==> src/sv/rhir_pkg.sv <==
// rhir_pkg: shared constants, types and helpers for the resampled history reader
// used by rhir_ctrl, rhir_dp and resampled_history_interp_reader_core
// no dependencies
`default_nettype none

package rhir_pkg;

    // ring depth, kept a power of two so ring positions wrap by truncation
    localparam int DEPTH    = 1024;
    localparam int ADDR_W   = $clog2(DEPTH);
    localparam int FRAC_W   = 8;
    localparam int POS_W    = ADDR_W + FRAC_W;

    localparam int VAL_W    = 16;
    localparam int TIME_W   = 20;
    localparam int AGO_W    = 18;
    localparam int DIFF_W   = VAL_W + 1;
    localparam int PROD_W   = DIFF_W + FRAC_W + 1;
    localparam int SUM_W    = PROD_W + 1;

    localparam logic [TIME_W-1:0] PERIOD_RESET = TIME_W'(16667);
    localparam logic [TIME_W-1:0] PERIOD_MIN   = TIME_W'(1000);
    localparam logic [TIME_W-1:0] PERIOD_MAX   = TIME_W'(1000000);
    localparam logic [TIME_W-1:0] ELAPSED_MAX  = TIME_W'(1000000);
    localparam logic [TIME_W-1:0] SLOT_EPS     = TIME_W'(100);

    // largest read distance, DEPTH-1 whole samples in Q.8
    localparam logic [AGO_W-1:0]  AGO_MAX      = AGO_W'((DEPTH - 1) * 256);

    // item kinds carried on tuser
    localparam logic ACT_ADD  = 1'b0;
    localparam logic ACT_READ = 1'b1;

    // configuration map
    localparam int   CFG_ADDR_W = 3;
    localparam logic [0:0] REG_PERIOD = 1'b0;

    typedef struct packed {
        logic clr_step;   // write zero at the clear pointer
        logic load;       // capture an accepted word
        logic add_step;   // one slot step of an add
        logic rd_pos;     // form ring position of a read
        logic rd_a;       // read first neighbor
        logic rd_b;       // read second neighbor
        logic rd_mul;     // difference times fraction
        logic rd_out;     // final sum into output register
    } dp_cmd_t;

    typedef struct packed {
        logic clr_last;   // clear pointer at last entry
        logic e_small;    // remaining time at or below the slot margin
    } dp_status_t;

    function automatic logic [TIME_W-1:0] period_clamp(input logic [TIME_W-1:0] p);
        logic [TIME_W-1:0] r;
        r = p;
        if (p < PERIOD_MIN) r = PERIOD_MIN;
        if (p > PERIOD_MAX) r = PERIOD_MAX;
        return r;
    endfunction

endpackage

`default_nettype wire

==> src/sv/rhir_ctrl.sv <==
// rhir_ctrl: sequencer for clear, add stepping and the read pipeline
// depends on rhir_pkg
`default_nettype none

module rhir_ctrl
    import rhir_pkg::*;
(
    input  wire logic       aclk,
    input  wire logic       aresetn,
    input  wire logic       s_tvalid,
    output logic            s_tready,
    input  wire logic       s_action,
    output logic            m_tvalid,
    input  wire logic       m_tready,
    output dp_cmd_t         cmd,
    input  wire dp_status_t status
);

    typedef enum logic [2:0] {
        ST_CLEAR,
        ST_IDLE,
        ST_ADD,
        ST_POS,
        ST_RD_A,
        ST_RD_B,
        ST_MUL,
        ST_OUT
    } state_t;

    state_t state_reg;
    logic   m_tvalid_reg;
    logic   accept;
    logic   out_free;

    assign s_tready = (state_reg == ST_IDLE);
    assign accept   = s_tvalid && s_tready;
    assign out_free = !m_tvalid_reg || m_tready;
    assign m_tvalid = m_tvalid_reg;

    always_comb begin
        cmd          = '0;
        cmd.clr_step = (state_reg == ST_CLEAR);
        cmd.load     = accept;
        cmd.add_step = (state_reg == ST_ADD) && !status.e_small;
        cmd.rd_pos   = (state_reg == ST_POS);
        cmd.rd_a     = (state_reg == ST_RD_A);
        cmd.rd_b     = (state_reg == ST_RD_B);
        cmd.rd_mul   = (state_reg == ST_MUL);
        cmd.rd_out   = (state_reg == ST_OUT) && out_free;
    end

    always_ff @(posedge aclk) begin
        if (!aresetn) begin
            state_reg    <= ST_CLEAR;
            m_tvalid_reg <= 1'b0;
        end else begin
            // a new result takes the slot, else a taken result frees it
            if ((state_reg == ST_OUT) && out_free) begin
                m_tvalid_reg <= 1'b1;
            end else if (m_tready) begin
                m_tvalid_reg <= 1'b0;
            end
            unique case (state_reg)
                ST_CLEAR: begin
                    if (status.clr_last) state_reg <= ST_IDLE;
                end
                ST_IDLE: begin
                    if (accept) state_reg <= (s_action == ACT_READ) ? ST_POS : ST_ADD;
                end
                ST_ADD: begin
                    if (status.e_small) state_reg <= ST_IDLE;
                end
                ST_POS:  state_reg <= ST_RD_A;
                ST_RD_A: state_reg <= ST_RD_B;
                ST_RD_B: state_reg <= ST_MUL;
                ST_MUL:  state_reg <= ST_OUT;
                ST_OUT: begin
                    if (out_free) state_reg <= ST_IDLE;
                end
                default: state_reg <= ST_IDLE;
            endcase
        end
    end

endmodule

`default_nettype wire

==> config.mk <==
export PLATFORM = sky130hd
export DESIGN_NAME = rhir_ctrl
export DESIGN_NICKNAME = d
export VERILOG_FILES = /design/src/sv/rhir_pkg.sv /design/src/sv/rhir_ctrl.sv
export SDC_FILE = /design/constraint.sdc
export NUM_CORES = 1
export LEC_CHECK = 0
export BUFFER_PORTS_ARGS = -buffer_cell sky130_fd_sc_hd__buf_2
export CAP_MARGIN = 30
export CELL_PAD_IN_SITES_DETAIL_PLACEMENT = 0
export CELL_PAD_IN_SITES_GLOBAL_PLACEMENT = 2
export CORE_MARGIN = 2
export CORE_UTILIZATION = 20
export CTS_BUF_LIST = sky130_fd_sc_hd__clkbuf_4
export DETAILED_ROUTE_END_ITERATION = 8
export GPL_ROUTABILITY_DRIVEN = 0
export PLACE_DENSITY = 0.79
export SYNTH_ARGS = -nofsm -noshare
export SYNTH_HDL_FRONTEND = slang
export SYNTH_SLANG_ARGS = --single-unit
==> constraint.sdc <==
create_clock -name aclk -period 1.5 [get_ports aclk]
set_input_delay 0.075 -clock aclk [delete_from_list [all_inputs] [get_ports aclk]]
set_output_delay 0.075 -clock aclk [all_outputs]
set_load 0.02 [all_outputs]
# [Yosys cells after proc, flatten, opt, wreduce, memory -nomap -nowiden]
# Index checks and enable logic that the tools add are counted.
[totals] inputBits=7 register_bits=4 out_inout_bits=10
[op_classes] muxes=8 n_reduce_logical=9 eq_ne=11
[op_table] operator="case mux 3 bit (8 select lines)" count=1
[op_table] operator="== test 3 bit, second input constant" count=4
[op_table] operator="2-to-1 mux 3 bit" count=4
[op_table] operator="== test 3 x 2 -> 1 bit, second input constant" count=2
[op_table] operator="!= test 2 x 1 -> 1 bit, second input constant" count=2
[op_table] operator="!= test 2 bit, second input constant" count=2
[op_table] operator="AND reduction 4 bit" count=1
[op_table] operator="== test 3 x 1 -> 1 bit, second input constant" count=1
[op_table] operator="logical AND 1 bit" count=3
[op_table] operator="logical NOT 3 bit" count=1
[op_table] operator="2-to-1 mux 1 bit" count=3
[op_table] operator="logical NOT 1 bit" count=2
[op_table] operator="nonzero test 2 bit" count=1
[op_table] operator="logical OR 1 bit" count=1

# [Longest topological paths before layout]
# Gate-level depths: netlist of the first run.
[depth] ltp_word=4 depth_mapped=4 mapped_depth_nobuf=3

# [Worst setup path after synthesis of the first run]
# OpenSTA, ideal clock, no wires.
[synth_path] kind="register -> output" start="reg state_reg[0]" end="out cmd[2] (netlist name)" required_time_ns=1.425 path_buffers=1 path_slack_ns=0.235 path_stages_with_launch=4 t_arrival_ns=1.190 cell_sequence="dfxtp_1 buf_2 inv_1 nor3b_1"
[synth_lines] element="start, declared" line_no="rhir_ctrl.sv:30" text="state_t state_reg;"
[synth_lines] element="start signal, assigned" line_no="rhir_ctrl.sv:68" text="if (accept) state_reg <= (s_action == ACT_READ) ? ST_POS : ST_ADD;"
[synth_lines] element="end, declared" line_no="rhir_ctrl.sv:15" text="output dp_cmd_t cmd,"

==> results of run 1 <==
## power groups by stage
stage | Combinational, mW | Sequential, mW | Clock, mW
3_3_place_gp | 0.117 | 0.125 | 0
5_1_grt | 0.126 | 0.125 | 0.153
4_1_cts | 0.116 | 0.123 | 0.145
3_5_place_dp | 0.116 | 0.125 | 0
2_1_floorplan | 0.0842 | 0.122 | 0
6_report | 0.115 | 0.124 | 0.141
## tightest hold or removal path: cells and delay by family
family / cells / cell delay [ps]
compound gates: 2 / 120
buf+inv: 1 / 100
## synthesized netlist by cell type
cell type  n
dfxtp_1    4
or4b_4     1
or3_1      1
a21oi_2    1
nor2_1     6
nand2b_1   1
a21oi_1    1
o21ai_0    1
nor3b_1    2
a211oi_1   1
inv_1      4
nand3_1    1
buf_4      1
buf_2      3
mux2i_1    1
o22ai_1    1
o21ai_1    1
nor3_1     3
and3_1     1
a311oi_1   1
nand2_1    2
nor2b_1    2
## cells in the final DEF (no fill, tap or decap)
master,count
a211oi_1,1
a21oi_1,1
a21oi_2,1
a311oi_1,1
and3_1,1
buf_2,16
buf_4,2
clkbuf_4,3
dfxtp_1,2
dfxtp_2,2
inv_1,4
mux2i_1,1
nand2_1,2
nand2b_1,1
nand3_1,1
nor2_1,6
nor2b_1,2
nor3_1,3
nor3b_1,2
o21ai_0,1
o21ai_1,1
o22ai_1,1
or3_1,1
or4b_4,1
## through the flow
step / hold slack, ps / setup slack, ps / util [%] / cells / instance area, sq um
final: 103 / 60.2 / 30.4 / 72 / 400
after global routing: 135 / 3.06 / 30.4 / 72 / 400
after CTS: 102 / 3.09 / 30.2 / 72 / 398
after detailed placement: 350 / 237 / 28.5 / 69 / 375
after global placement: 354 / 258 / 28.5 / 69 / 375
after floorplan: 225 / 235 / - / 40 / 284
## layout make-up
class                      instances  area share (%)
tap                               15            4.69
multi-input combinational         28            41.6
inverter                           4            3.75
sequential                         4            20.6
timing repair buffer              18            23.8
clock buffer                       3            5.62
## timing repair
item / in CTS / in global routing
gates resized for setup: 0 / 2
endpoints found under the setup margin: 0 / 1
hold endpoints to repair: 0 / 0
## per-layer routing
metal	share of wire (%)	GRT usage, %
met1	46	10.3
met2	45	11.9
met3	6.5	3.04
met4	2.5	7.74
met5	0	0
## cell families (layout without fill, tap and decap cells)
kind of cell,Yosys count,in the layout
simple gates,20,20
buf+inv,8,25
compound gates,7,7
flops,4,4
mux,1,1
## how the worst max path moves through the flow
stage | from | end | slack (ps) | cells after the start
2_1_floorplan | state_reg[0] | cmd[2] | 230 | 3
3_3_place_gp | state_reg[2] | state_reg[0] | 260 | 3
3_5_place_dp | state_reg[2] | state_reg[0] | 240 | 3
4_1_cts | state_reg[2] | cmd[5] | 3 | 3
5_1_grt | state_reg[2] | cmd[5] | 3 | 3
6_report | state_reg[2] | cmd[5] | 60 | 3
==> impl_metrics.py, run 1 <==
metrics = {
    "global_route": {
        "grt_use_total_pct": 8.62,
        "grt_max_degree": 14,
        "antenna_found_initial": 0,
        "overflow": 0,
        "grt_pass1_wl_um": 1100,
        "grt_pass1_vias": 268,
    },
    "finish": {
        "antenna_cells": 0,
        "ff_latch_area_sq_um": 82.6,
        "area_delta_synth_final_pct": 41.0,
        "nNetsFinal": 66,
        "drive_gt1_share_pct": 43.9,
        "multi_input_area_sq_um": 166,
        "fill_cells": 149,
        "largest_reg_flops": 3,
    },
    "power_and_ir_drop": {
        "power_density_nw_per_um2": 949,
        "p_comb_share_pct": 30.2,
        "leakagePower_nw": 0.211,
        "clock_power_share_pct": 37.2,
        "internal_power_mw": 0.253,
        "p_sw_share_pct": 33.4,
        "peakVddDrop_mv": 0.410,
        "p_sw_mw": 0.127,
        "pwr-share-seq_pct": 32.6,
        "power.total_mw": 0.380,
    },
    "clock_tree": {
        "ctsHtreeMaxLevel": 1,
        "clockBufferDepth": 2,
        "cts_sinks": 4,
        "cts_setup_buffers": 0,
        "cts_hold_buf": 0,
        "path_clk_slew_ps": 40,
        "cts_tree": "yes",
        "clock-root-buffer": "clkbuf_4",
        "clock_latency_ps": 250,
        "cts_buffers": 3,
    },
    "synth": {
        "syn_nets": 47,
        "yosysWarnings": 0,
        "synth-simple-area-share_pct": 38.8,
        "synthAdderAreaFrac_pct": 0,
        "seq_area_frac_synth_pct": 28.2,
        "synth_area_leaders": "dfxtp_1 28%, nor2_1 7.9%, buf_2 5.3%",
        "synth.cell_area_sq_um": 284,
        "synth_top_area_share_pct": 28.2,
        "ys_ff_latch": 4,
        "synthCells": 40,
        "synth-xor-area-share_pct": 0,
        "synth_cell_type_count": 22,
        "syn_avg_cell_area_sq_um": 7.10,
        "synth_compound_area_share_pct": 16.3,
        "synth_mux_area_share_pct": 3.52,
        "synth.largest_area_cell": "dfxtp_1",
        "synth_top_family_by_area": "simple AND/OR/NAND/NOR gates",
    },
    "run": {
        "drv_cap": 0,
    },
    "min_path": {
        "worstHoldStart": "aresetn",
        "whs_path_depth": 3,
        "hp-class": "input port to flop",
        "min_to": "state_reg[1]",
    },
    "floorplan": {
        "start_util_pct": 21.6,
        "die_h_um": 41.7,
        "die_area_sq_um": 1740,
        "rows": 13,
        "die_w_um": 41.7,
        "placeableCoreArea_sq_um": 1320,
        "num_io_pins": 17,
    },
    "sta": {
        "rsz0062_at_grt": "no",
        "period_minus_slack_ps": 1440,
        "max_freq_mhz": 695,
        "fin_crit_sh_pct": 96.0,
        "finalHoldViolCount": 0,
        "maxSlewViolCount": 0,
        "finalSetupViolCount": 0,
        "fin_skew_ps": 7.88,
        "slew_headroom_pct": 86.8,
        "setup_tns_ps": 0,
        "tightest_slew_ps": 198,
    },
    "setup_path": {
        "cp-start-kind": "flop",
        "path_buf_inv": 2,
        "reg2reg_from": "state_reg[2]",
        "r2r_cells": 3,
        "worstPathMaxFanout": 11,
        "crit_type": "flop to output port",
        "cp_slowest_cell": "or4b_4",
        "r2r_end": "state_reg[0]",
        "end_kind": "output port",
        "cp.arrival_ps": 1360,
        "path_delay_family": "simple AND/OR/NAND/NOR gates",
        "crit_chain": "or4b_4 > inv_1 > buf_2",
        "slowest_delay_ps": 560,
        "worst_ep_required_time_ps": 1420,
        "rrSetupSlack_ps": 290,
    },
    "drt": {
        "detail_route.wirelength_um": 707,
        "drcViolationCount": 0,
        "num_vias": 323,
        "drtPass1Iterations": 3,
        "ant_nets": 0,
        "drt-initial-drc-count": 5,
        "post_drt_wl_per_cell_um": 9.82,
        "via_per_inst": 4.49,
    },
    "place": {
        "io_buffer_count": 16,
        "hpwl_um": 532,
    },
    "outcome": {
        "status": "finished clean",
    },
}
Note: power is estimated with default switching activity, not from simulation.
==> run 2, diff against run 1 <==
Settings changed: CELL_PAD_IN_SITES_DETAIL_PLACEMENT 0 to 2, CORE_ASPECT_RATIO set to 0.9, CORE_UTILIZATION 20 to 18, PLACE_DENSITY 0.79 to 0.75.
Clock period 1.5 ns to 1.3 ns, I/O delays scaled along.
==> run 2 against run 1 <==
- cell area is 16% higher
- sequential power is 11% higher
- routed wire length is 34% higher
- highest routed layer is now met3
- total power is 23% higher
- largest cell class unchanged
==> impl_metrics.py, run 2 (synthesis gave the netlist of run 1 again) <==
metrics = {
    "sta": {
        "finalHoldViolCount": 0,
        "fin_skew_ps": 1.06,
        "tightest_slew_ps": 219,
        "period_minus_slack_ps": 1300,
        "maxSlewViolCount": 0,
        "fin_crit_sh_pct": 99.7,
        "fin_ws_ps": 3.35,
        "slew_headroom_pct": 85.3,
        "setup_tns_ps": 0,
        "max_freq_mhz": 771,
        "rsz0062_at_grt": "yes",
        "finalSetupViolCount": 0,
    },
    "clock_tree": {
        "path_clk_slew_ps": 30,
        "cts_buffers": 3,
        "clockBufferDepth": 2,
        "cts_hold_buf": 0,
        "cts_tree": "yes",
        "clock_latency_ps": 230,
        "clock-root-buffer": "clkbuf_4",
        "ctsHtreeMaxLevel": 1,
        "cts_sinks": 4,
    },
    "drt": {
        "ant_nets": 0,
        "drtPass1Iterations": 2,
        "drt-initial-drc-count": 5,
        "drcViolationCount": 0,
        "post_drt_wl_per_cell_um": 12.2,
        "num_vias": 367,
        "via_per_inst": 4.71,
        "detail_route.wirelength_um": 949,
    },
    "finish": {
        "mostFrequentLayoutCell": "buf_2",
        "largest_reg_flops": 3,
        "drive_gt1_share_pct": 52.4,
        "final_cell_mix": "15 x buf_2, 7 x buf_4, 4 x nor2_1",
        "nNetsFinal": 72,
        "antenna_cells": 0,
        "fin_cells": 78,
        "area_delta_synth_final_pct": 63.4,
        "final_util_pct": 31.7,
    },
    "power_and_ir_drop": {
        "p_sw_share_pct": 31.7,
        "peakVddDrop_mv": 0.287,
        "p_sw_mw": 0.148,
        "power_density_nw_per_um2": 1010,
        "leakagePower_nw": 0.241,
        "pwr-share-seq_pct": 29.6,
        "p_comb_share_pct": 38.5,
        "clock_power_share_pct": 31.9,
        "power.total_mw": 0.468,
        "internal_power_mw": 0.320,
    },
    "setup_path": {
        "crit_type": "flop to output port",
        "end_kind": "output port",
        "worstPathMaxFanout": 2,
        "cp.arrival_ps": 1230,
        "worst_ep_required_time_ps": 1240,
        "cp-start-kind": "flop",
    },
    "floorplan": {
        "placeableCoreArea_sq_um": 1460,
        "die_w_um": 45.9,
        "start_util_pct": 19.4,
        "num_io_pins": 17,
        "rows": 13,
        "die_h_um": 41.7,
        "die_area_sq_um": 1910,
    },
    "global_route": {
        "grt_pass1_vias": 334,
        "grt_pass1_wl_um": 1370,
        "overflow": 0,
        "grt_use_total_pct": 9.77,
        "antenna_found_initial": 0,
        "grt_max_degree": 14,
    },
    "place": {
        "io_buffer_count": 16,
        "hpwl_um": 693,
        "pre_cts_ws_ps": 137,
        "place_inst": 70,
    },
    "min_path": {
        "hp-class": "input port to flop",
    },
    "outcome": {
        "status": "finished clean",
    },
    "run": {
        "drv_cap": 0,
    },
}
==> run 2: cell count changes in the layout (fill, tap and decap cells not counted), sizes merged <==
cell  delta
buf      +6
==> run 2: area by class of cell <==
class                      instances  area [sq um]
clock buffer                       3          22.5
fill                             175          1000
inverter                           4          15.0
multi-input combinational         28           176
sequential                         4          81.3
tap                               15          18.8
timing repair buffer              24           150
==> run 2: final timing paths <==
check | slack (ps) | cells past startpoint | start | to
max | 3 | 3 | state_reg[0] | cmd[5]
min | 120 | 3 | aresetn | m_tvalid
max reg2reg | 30 | 4 | state_reg[0] | state_reg[0]
min reg2reg | 590 | 2 | state_reg[0] | state_reg[0]
==> run 2: per-stage QoR <==
step / instance area, sq um / hold WS [ps]
after floorplan: 284 / 215
after global placement: 383 / 346
after detailed placement: 383 / 359
after CTS: 422 / 114
after global routing: 464 / 137
final: 464 / 117
==> run 2: worst max-delay path: stages, from the launching register on <==
cell	delay, ps
dfxtp_2	310
or4b_4	520
inv_2	70
buf_6	100
==> run 2: repair_timing <==
item | CTS | global route
gates resized for setup | 4 | 4
setup endpoints to repair | 2 | 6
setup buffers | 1 | 4
pin swaps | 1 | 0
==> run 2: per-layer routing <==
| metal | global-route usage [%] | routed length, um |
|---|---|---|
| met1 | 13.4 | 446 |
| met2 | 13.6 | 465 |
| met4 | 6.86 | 0 |
| met3 | 1.30 | 37 |
| met5 | 0 | 0 |
==> run 2: power by group through the flow <==
stage               clock network [mW]  logic [mW]  registers [mW]
finish                           0.149       0.180           0.138
global placement                     0       0.142           0.138
CTS                              0.156       0.152           0.137
global route                     0.162       0.197           0.140
floorplan                            0      0.0971           0.141
detailed placement                   0       0.146           0.139
